[src/hw/rtl/cfn_crc_pkg.sv]
package cfn_crc_pkg;

  localparam logic [31:0] CRC_POLY = 32'hEDB8_8320;
  localparam logic [31:0] CRC_INIT = 32'hFFFF_FFFF;
  localparam logic [31:0] CRC_XOROUT = 32'hFFFF_FFFF;

  localparam logic [7:0] BYTE_NUL = 8'h00;
  localparam logic [7:0] BYTE_UPPER_A = 8'h41;
  localparam logic [7:0] BYTE_UPPER_Z = 8'h5A;
  localparam logic [7:0] BYTE_CASE_OFS = 8'h20;
  localparam logic [7:0] BYTE_SLASH = 8'h2F;
  localparam logic [7:0] BYTE_BACKSLASH = 8'h5C;

  typedef logic [31:0] crc_t;
  typedef logic [7:0] name_byte_t;

  function automatic name_byte_t fold_byte(input name_byte_t b);
    name_byte_t f;
    if (b >= BYTE_UPPER_A && b <= BYTE_UPPER_Z) begin
      f = b + BYTE_CASE_OFS;
    end else if (b == BYTE_SLASH) begin
      f = BYTE_BACKSLASH;
    end else begin
      f = b;
    end
    return f;
  endfunction

  // reflected crc-32, one byte, logical shift
  function automatic crc_t crc_byte(input crc_t crc, input name_byte_t b);
    crc_t c;
    c = crc ^ {24'h000000, b};
    for (int k = 0; k < 8; k++) begin
      if (c[0]) begin
        c = (c >> 1) ^ CRC_POLY;
      end else begin
        c = c >> 1;
      end
    end
    return c;
  endfunction

endpackage

[src/hw/rtl/case_folded_name_crc32_hash_core.sv]
// case-folded file-name crc-32 hash core
// result: out_valid is registered and rises when a terminating zero byte leaves the input register
// throughput: one byte per cycle, set by the single-byte crc update between the
//   input register and the crc register; input stalls only while a terminating
//   byte waits behind a result word that has not been taken
// reset: synchronous active-low rst_n clears valids and reloads crc with all ones
module case_folded_name_crc32_hash_core (
  input  logic        clk,
  input  logic        rst_n,
  input  logic        in_valid,
  output logic        in_ready,
  input  logic [7:0]  in_name_byte,
  output logic        out_valid,
  input  logic        out_ready,
  output logic [31:0] out_name_id
);

  logic                   s1_valid_r;
  cfn_crc_pkg::name_byte_t s1_byte_r;
  cfn_crc_pkg::crc_t      crc_r;
  cfn_crc_pkg::crc_t      crc_nxt;
  logic                   out_valid_r;
  cfn_crc_pkg::crc_t      out_id_r;
  logic                   s1_term;
  logic                   s1_go;
  logic                   out_free;

  assign out_free = !out_valid_r || out_ready;
  assign s1_term  = (s1_byte_r == cfn_crc_pkg::BYTE_NUL);
  assign s1_go    = s1_valid_r && (!s1_term || out_free);
  assign in_ready = !s1_valid_r || s1_go;

  always_comb begin
    crc_nxt = crc_r;
    if (s1_go) begin
      if (s1_term) begin
        crc_nxt = cfn_crc_pkg::CRC_INIT;
      end else begin
        crc_nxt = cfn_crc_pkg::crc_byte(crc_r, cfn_crc_pkg::fold_byte(s1_byte_r));
      end
    end
  end

  always_ff @(posedge clk) begin
    if (!rst_n) begin
      s1_valid_r  <= 1'b0;
      crc_r       <= cfn_crc_pkg::CRC_INIT;
      out_valid_r <= 1'b0;
    end else begin
      crc_r <= crc_nxt;
      if (in_ready) begin
        s1_valid_r <= in_valid;
      end
      if (s1_go && s1_term) begin
        out_valid_r <= 1'b1;
      end else if (out_ready) begin
        out_valid_r <= 1'b0;
      end
    end
  end

  always_ff @(posedge clk) begin
    if (in_valid && in_ready) begin
      s1_byte_r <= in_name_byte;
    end
    if (s1_go && s1_term) begin
      out_id_r <= crc_r ^ cfn_crc_pkg::CRC_XOROUT;
    end
  end

  assign out_valid   = out_valid_r;
  assign out_name_id = out_id_r;

  a_term_gives_word: assert property (@(posedge clk) disable iff (!rst_n)
    (s1_go && s1_term) |=> out_valid_r)
    else $error("terminating byte did not produce a word");

  a_term_reloads_crc: assert property (@(posedge clk) disable iff (!rst_n)
    (s1_go && s1_term) |=> (crc_r == cfn_crc_pkg::CRC_INIT))
    else $error("crc not reloaded after terminating byte");

  a_stall_only_on_term: assert property (@(posedge clk) disable iff (!rst_n)
    !in_ready |-> (s1_valid_r && s1_term && out_valid_r && !out_ready))
    else $error("input stalled without a blocked terminating byte");

  a_crc_holds_when_idle: assert property (@(posedge clk) disable iff (!rst_n)
    !s1_valid_r |=> $stable(crc_r))
    else $error("crc changed with no byte in stage");

endmodule
[config.mk]
export PLATFORM = sky130hd
export DESIGN_NAME = case_folded_name_crc32_hash_core
export DESIGN_NICKNAME = d
export VERILOG_FILES = /design/src/hw/rtl/cfn_crc_pkg.sv /design/src/hw/rtl/case_folded_name_crc32_hash_core.sv
export SDC_FILE = /design/constraint.sdc
export NUM_CORES = 1
export LEC_CHECK = 0
export BUFFER_PORTS_ARGS = -buffer_cell sky130_fd_sc_hd__buf_2
export CORE_AREA = 2 2 100 102
export DETAILED_ROUTE_END_ITERATION = 10
export DIE_AREA = 0 0 102 104
export PLACE_DENSITY = 0.64
export SYNTH_ARGS = -nofsm -noshare
export SYNTH_HDL_FRONTEND = slang
export SYNTH_SLANG_ARGS = --single-unit
[constraint.sdc]
create_clock -name clk -period 4.2 [get_ports clk]
set_input_delay 0.63 -clock clk [delete_from_list [all_inputs] [get_ports clk]]
set_output_delay 0.63 -clock clk [all_outputs]
set_load 0.01 [all_outputs]
==> impl_metrics.yaml, run 1 <==
clocking:
  postCtsSetupRepairBufs: 0
  clockBufferDepth: 2
  cts_root_buf: "clkbuf_8"
  worstSkewPairLatency_ns: 0.35
  path_clk_slew_ns: 0.08
  clock-sinks: 74
  cts_hold_buf: 0
  h-tree-depth: 3
  cts_tree: "built"
  cts_resized: 0
  cts_made_buffers: 9
synthesis:
  syn_area_per_cell_um2: 11.5
  synth_edf_count: 40
  yosysMostFrequentCell: "xnor2_1"
  yosys.area.top_type: "edfxtp_1"
  synthFlopType: "edfxtp_1"
  yosysWarnings: 0
  syn_area_um2: 3540
  ys_top_cells_by_area: "edfxtp_1 34%, dfxtp_1 19%, xnor2_1 13%, o211ai_1 4.9%, xnor3_1 3.8%"
  async_flop_share_pct: 0
  netlist.area_leader.share_pct: 33.9
  synth_seq_cells: 74
  seq_area_frac_synth_pct: 53.1
  ys_types: 46
  synth_commonest_cells: "53 x xnor2_1, 40 x edfxtp_1, 35 x inv_1"
  postSynthCellCount: 309
  synth.net_count: 322
timing:
  period_minus_slack_ns: 2.95
  hold_viol: 0
  finClkSkew_ns: 0.00803
  max_freq_mhz: 339
  slew_violations: 0
  worstMarginPinSlew_ns: 1.06
  setup_viol: 0
  timing.slew.headroom_pct: 29.5
  tns_ns: 0
  fin_crit_sh_pct: 70.2
  setup_slack_ns: 1.25
  rsz0062_at_grt: "false"
pwr:
  pwr-share-seq_pct: 40.2
  p_comb_share_pct: 30.3
  ir_worst_vdd_mv: 0.208
  pwr-share-clk_pct: 29.4
  p_int_mw: 1.52
  switching_share_pct: 29.0
  p_switching_mw: 0.621
  finalPower_mw: 2.15
  powerDensity_nw_per_um2: 514
  p_leak_nw: 1.83
global_route:
  grt_pass1_vias: 2389
  antenna_found_initial: 0
  grt.total_usage_pct: 14.7
  grt_pass1_wl_um: 11900
  grt_max_degree: 52
  grt.overflow.total: 0
route:
  avgViaCountPerCell: 4.69
  drtIter0Drc: 100
  wl_per_cell_um: 14.4
  antenna_left: 0
  dr.pass1.iters: 4
  wl_um: 7180
  drc: 0
  vias: 2334
worst_setup_path:
  max_stage_delay_ns: 0.59
  cp_slowest_cell: "or4_1"
  critPathMaxFanout: 22
  crit_path_start_kind: "register"
  critPathKind: "register to register"
  worstPathArrival_ns: 2.97
  reg2reg_to: "out_name_id[29]"
  worstPathRequired_ns: 4.22
  cp-end-kind: "register"
  rr_worst_depth: 4
  rrSetupSlack_ns: 1.25
  r2r-start: "s1_byte_r[0]"
  path_cells: "or4_4, or4_1, nor2_2, buf_4"
placement:
  place_hpwl_um: 5170
  pre_cts_slack_ns: 1.26
  io_buffers: 45
  gp_congestion: 0.823
  placed_area_um2: 3950
floorplanning:
  die_area_um2: 10600
  ios: 46
  die_w_um: 102
  num_rows: 36
  core_um2: 9550
  initial_core_util_pct: 37.1
  die_h_um: 104
finish:
  areaGrowthSynthToFinish_pct: 17.8
  fillerInstances: 955
  drive_above_1_share_pct: 21.9
  n_antenna_cell: 0
  fin_nets: 373
  finalInstanceArea_um2: 4180
  utilization_pct: 43.7
run:
  maxCapViolCount: 0
min_path:
  hold-path-endpoint: "s1_byte_r[7]"
  holdPathStages: 1
  hp-start: "in_name_byte[7]"
  hp-class: "primary input to register"
run_status:
  status: "finished clean"
[registers in the layout, indices dropped and copies added (netlist names)]
| signal | flops |
|---|---|
| crc_r | 32 |
| out_name_id | 32 |
| s1_byte_r | 8 |
| out_valid | 1 |
| s1_valid_r | 1 |
[power by group through the flow]
stage	combinational, mW	clock [mW]	sequential, mW
floorplan	0.553	0	0.863
global placement	0.643	0	0.879
detailed placement	0.653	0	0.879
CTS	0.655	0.653	0.863
global route	0.713	0.680	0.869
finish	0.651	0.632	0.864
[cell usage in the layout (no fill, tap or decap), types with 4 or more instances in the layout]
master | netlist | routed
a21oi_1 | 6 | 6
and3_1 | 4 | 4
buf_2 | 1 | 45
buf_4 | 0 | 6
clkbuf_8 | 0 | 9
dfxtp_1 | 34 | 34
edfxtp_1 | 40 | 40
inv_1 | 35 | 35
nand2_1 | 32 | 32
nor2_1 | 6 | 5
nor3_1 | 5 | 5
o211ai_1 | 23 | 23
o22ai_1 | 4 | 4
xnor2_1 | 53 | 53
xnor3_1 | 6 | 6
xor2_1 | 6 | 6
[metal layers]
| layer | vias to the layer above | share of wire (%) | global-route usage (%) |
|---|---|---|---|
| met2 | 54 | 47 | 22.3 |
| met1 | 1100 | 47 | 19.7 |
| met4 | 0 | 0.84 | 5.52 |
| li1 | 1173 | - | - |
| met3 | 7 | 4.9 | 4.37 |
| met5 | - | 0 | 0 |
[worst max-delay path by stage]
stage / start / endpoint / slack [ns] / cells after the start
after detailed placement: s1_byte_r[0] / out_name_id[0] / 1.26 / 4
after CTS: s1_byte_r[0] / out_name_id[29] / 1.22 / 4
after global placement: s1_byte_r[0] / out_name_id[0] / 1.34 / 4
after global routing: s1_byte_r[0] / in_ready / 1.04 / 6
after floorplan: s1_byte_r[0] / out_name_id[0] / 0.88 / 3
final: s1_byte_r[0] / out_name_id[29] / 1.25 / 4
[through the flow]
| stage | cells | hold WS, ns |
|---|---|---|
| after CTS | 498 | 0.434 |
| final | 498 | 0.453 |
| after detailed placement | 482 | 0.469 |
| after global routing | 498 | 0.425 |
| after floorplan | 309 | 0.442 |
| after global placement | 482 | 0.466 |
[layout make-up]
| class | count | area, µm² | area share (%) |
|---|---|---|---|
| flip-flops and latches | 74 | 1880 | 45.1 |
| repair buffers | 51 | 270 | 6.47 |
| inverters | 35 | 131 | 3.15 |
| well taps | 133 | 166 | 3.99 |
| multi-input cells | 189 | 1500 | 35.8 |
| clock inverters | 4 | 73.8 | 1.77 |
| clock buffers | 12 | 156 | 3.75 |
[cells by family after synthesis]
logic type | after synthesis | synth area share (%)
simple gates | 64 | 8.93
fa+ha+maj | 1 | 0.353
flops | 74 | 53.1
compound gates | 55 | 11.8
buf+inv | 46 | 5.12
xor+xnor | 68 | 20.4
mux | 1 | 0.282
[worst max-delay path, delay by kind of cell, from the launching register on]
family                 cells  cell delay [ns]
buffers and inverters      1             0.41
DFF                        1             0.48
and+or+nand+nor            3             1.71
(Power assumes the default switching activity.)
==> run 2: changes to the inputs <==
--- a/config.mk
+++ b/config.mk
@@ -5,11 +5,12 @@
 export SDC_FILE = /design/constraint.sdc
 export NUM_CORES = 1
 export LEC_CHECK = 0
+export ABC_AREA = 1
 export BUFFER_PORTS_ARGS = -buffer_cell sky130_fd_sc_hd__buf_2
-export CORE_AREA = 2 2 100 102
+export CORE_AREA = 2 2 104 106
 export DETAILED_ROUTE_END_ITERATION = 10
-export DIE_AREA = 0 0 102 104
-export PLACE_DENSITY = 0.64
+export DIE_AREA = 0 0 106 108
+export PLACE_DENSITY = 0.63
 export SYNTH_ARGS = -nofsm -noshare
 export SYNTH_HDL_FRONTEND = slang
 export SYNTH_SLANG_ARGS = --single-unit
==> constraint.sdc (replaced) <==
create_clock -name clk -period 2.79 [get_ports clk]
set_input_delay 0.4185 -clock clk [delete_from_list [all_inputs] [get_ports clk]]
set_output_delay 0.4185 -clock clk [all_outputs]
set_load 0.01 [all_outputs]
==> run 2 against run 1 <==
  * Utilization decreased by 0.66 points
  * Hold slack worse by 0.22 ns
  * Clock-buffer cell count rose by 3
  * Critical path depth increased by 4
  * Flip-flop and latch count did not move
  * Die area is 7.9% higher
  * Sequential share of layout area is 2.4 points lower
  * Clock skew rose by 0.0046 ns
  * Highest routed layer unchanged
  * Synthesized area up 8.0%
  * Via count increased by 29%
==> impl_metrics.yaml, run 2 <==
route:
  dr.pass1.iters: 4
  drtIter0Drc: 139
  drc: 0
  vias: 3004
  avgViaCountPerCell: 4.69
  wl_per_cell_um: 13.5
  wl_um: 8650
  antenna_left: 0
placement:
  place_hpwl_um: 6410
  placed_cells: 625
  io_buffers: 45
  gp_congestion: 0.925
synthesis:
  synth_commonest_cells: "128 x nand2_1, 57 x inv_1, 40 x edfxtp_1"
  netlist.area_leader.share_pct: 31.4
  ys_top_cells_by_area: "edfxtp_1 31%, dfxtp_1 18%, nand2_1 13%, xor2_1 5.7%, inv_1 5.6%"
  async_flop_share_pct: 0
  synth_edf_count: 40
  yosysWarnings: 0
  yosysMostFrequentCell: "nand2_1"
  seq_area_frac_synth_pct: 49.2
  postSynthCellCount: 448
  synth.net_count: 461
  synthFlopType: "edfxtp_1"
  yosys.area.top_type: "edfxtp_1"
  synth_seq_cells: 74
  ys_types: 32
  syn_area_um2: 3830
  syn_area_per_cell_um2: 8.55
clocking:
  cts_root_buf: "clkbuf_8"
  cts_hold_buf: 0
  clockBufferDepth: 2
  cts_resized: 0
  h-tree-depth: 3
  cts_made_buffers: 9
  cts_tree: "built"
  postCtsSetupRepairBufs: 0
  clock-sinks: 74
  worstSkewPairLatency_ns: 0.36
  path_clk_slew_ns: 0.08
finish:
  utilization_pct: 43.1
  areaGrowthSynthToFinish_pct: 15.1
  fin_cells: 641
  final_cell_mix: "128 x nand2_1, 57 x inv_1, 45 x buf_2, 40 x edfxtp_1, 34 x dfxtp_1"
  n_antenna_cell: 0
  multi_input_area_um2: 1660
  fin_nets: 513
  drive_above_1_share_pct: 20.6
  regArea_um2: 1880
  fillerInstances: 1040
  layout_commonest_cell: "nand2_1"
run:
  maxCapViolCount: 0
global_route:
  grt.overflow.total: 0
  grt_pass1_wl_um: 14500
  top_usage_layer: "met2"
  grtUsageMet1_pct: 21.3
  grt_pass1_vias: 2976
  grt.total_usage_pct: 16.4
  grt_max_degree: 31
  use_met3_pct: 2.95
  met2_usage_pct: 27.3
  antenna_found_initial: 0
timing:
  setup_viol: 0
  slew_violations: 0
  tns_ns: 0
  finClkSkew_ns: 0.0126
  rsz0062_at_grt: "false"
  hold_viol: 0
  worstMarginPinSlew_ns: 0.568
  whs_ns: 0.233
  max_freq_mhz: 439
  fin_crit_sh_pct: 81.7
  timing.slew.headroom_pct: 62.1
  period_minus_slack_ns: 2.28
min_path:
  hp-class: "primary input to register"
  hp-start: "in_name_byte[6]"
run_status:
  status: "finished clean"
pwr:
  ir_worst_vdd_mv: 0.232
  p_leak_nw: 2.13
  powerDensity_nw_per_um2: 650
worst_setup_path:
  worstPathRequired_ns: 3.06
  critPathMaxFanout: 15
  crit_path_start_kind: "register"
  cp-end-kind: "register"
  r2r-start: "s1_byte_r[2]"
  worstPathArrival_ns: 2.55
  cp-startpoint: "s1_byte_r[2]"
  critPathKind: "register to register"
floorplanning:
  ios: 46
  die_h_um: 108
  die_area_um2: 11400
  num_rows: 37
  core_um2: 10200
  die_w_um: 106
  initial_core_util_pct: 37.4
## run 2: changes by cell type after synthesis, moves of 18 or more
cell and delta:
nand2_1 +96, nand3_1 +27, inv_1 +22, xor2_1 +19
a21oi_1 +25, nand2_2 +19, xnor2_1 -50, o211ai_1 -18
## run 2: final timing paths
path	endpoint	slack [ns]	depth (start not counted)
max	crc_r[8]	0.51	8
min	s1_byte_r[6]	0.23	1
min reg2reg	crc_r[23]	0.47	2
max reg2reg	crc_r[8]	0.51	8
## run 2: cell type report
class	instances	area share, %
flip-flops and latches	74	42.7
clock buffers	15	4.23
clock inverters	1	0.682
multi-input cells	306	37.6
well taps	136	3.86
repair buffers	49	5.79
inverters	60	5.11
## run 2: kinds of logic after synthesis
logic type      share of synthesized area [%]
xor+xnor                                 8.10
simple gates                             26.5
compound gates                           8.33
buf+inv                                  7.58
fa+ha+maj                               0.327
flops                                    49.2
## run 2: critical path, cell delays in order, from the launching register on
cell and delay, ns:
edfxtp_1 0.51, nor2_1 0.18, nand3_2 0.13, nor3_4 0.26, a31oi_2 0.18, inv_1 0.46, buf_4 0.27, a21oi_1 0.09
o211ai_1 0.12
## run 2: where the power goes
part | internal [mW] | switching [mW] | leakage (nW)
Clock | 0.512 | 0.387 | 0.110
Combinational | 0.241 | 0.463 | 1.37
Sequential | 1.21 | 0.0532 | 0.650
Total | 1.96 | 0.903 | 2.13
## run 2: routing by layer
layer / part of all wire, % / wire length (µm)
met1: 47 / 4080
met2: 46 / 3980
met3: 4.8 / 416
met4: 2.0 / 170
met5: 0 / 0
## run 2: per-stage QoR
stage               area [µm²]  setup WS (ns)  power (mW)
global route              4410          0.276        3.03
CTS                       4410          0.494        2.88
detailed placement        4190          0.531        1.98
floorplan                 3830          0.634        1.83
global placement          4190          0.592        1.97
finish                    4410          0.511        2.86
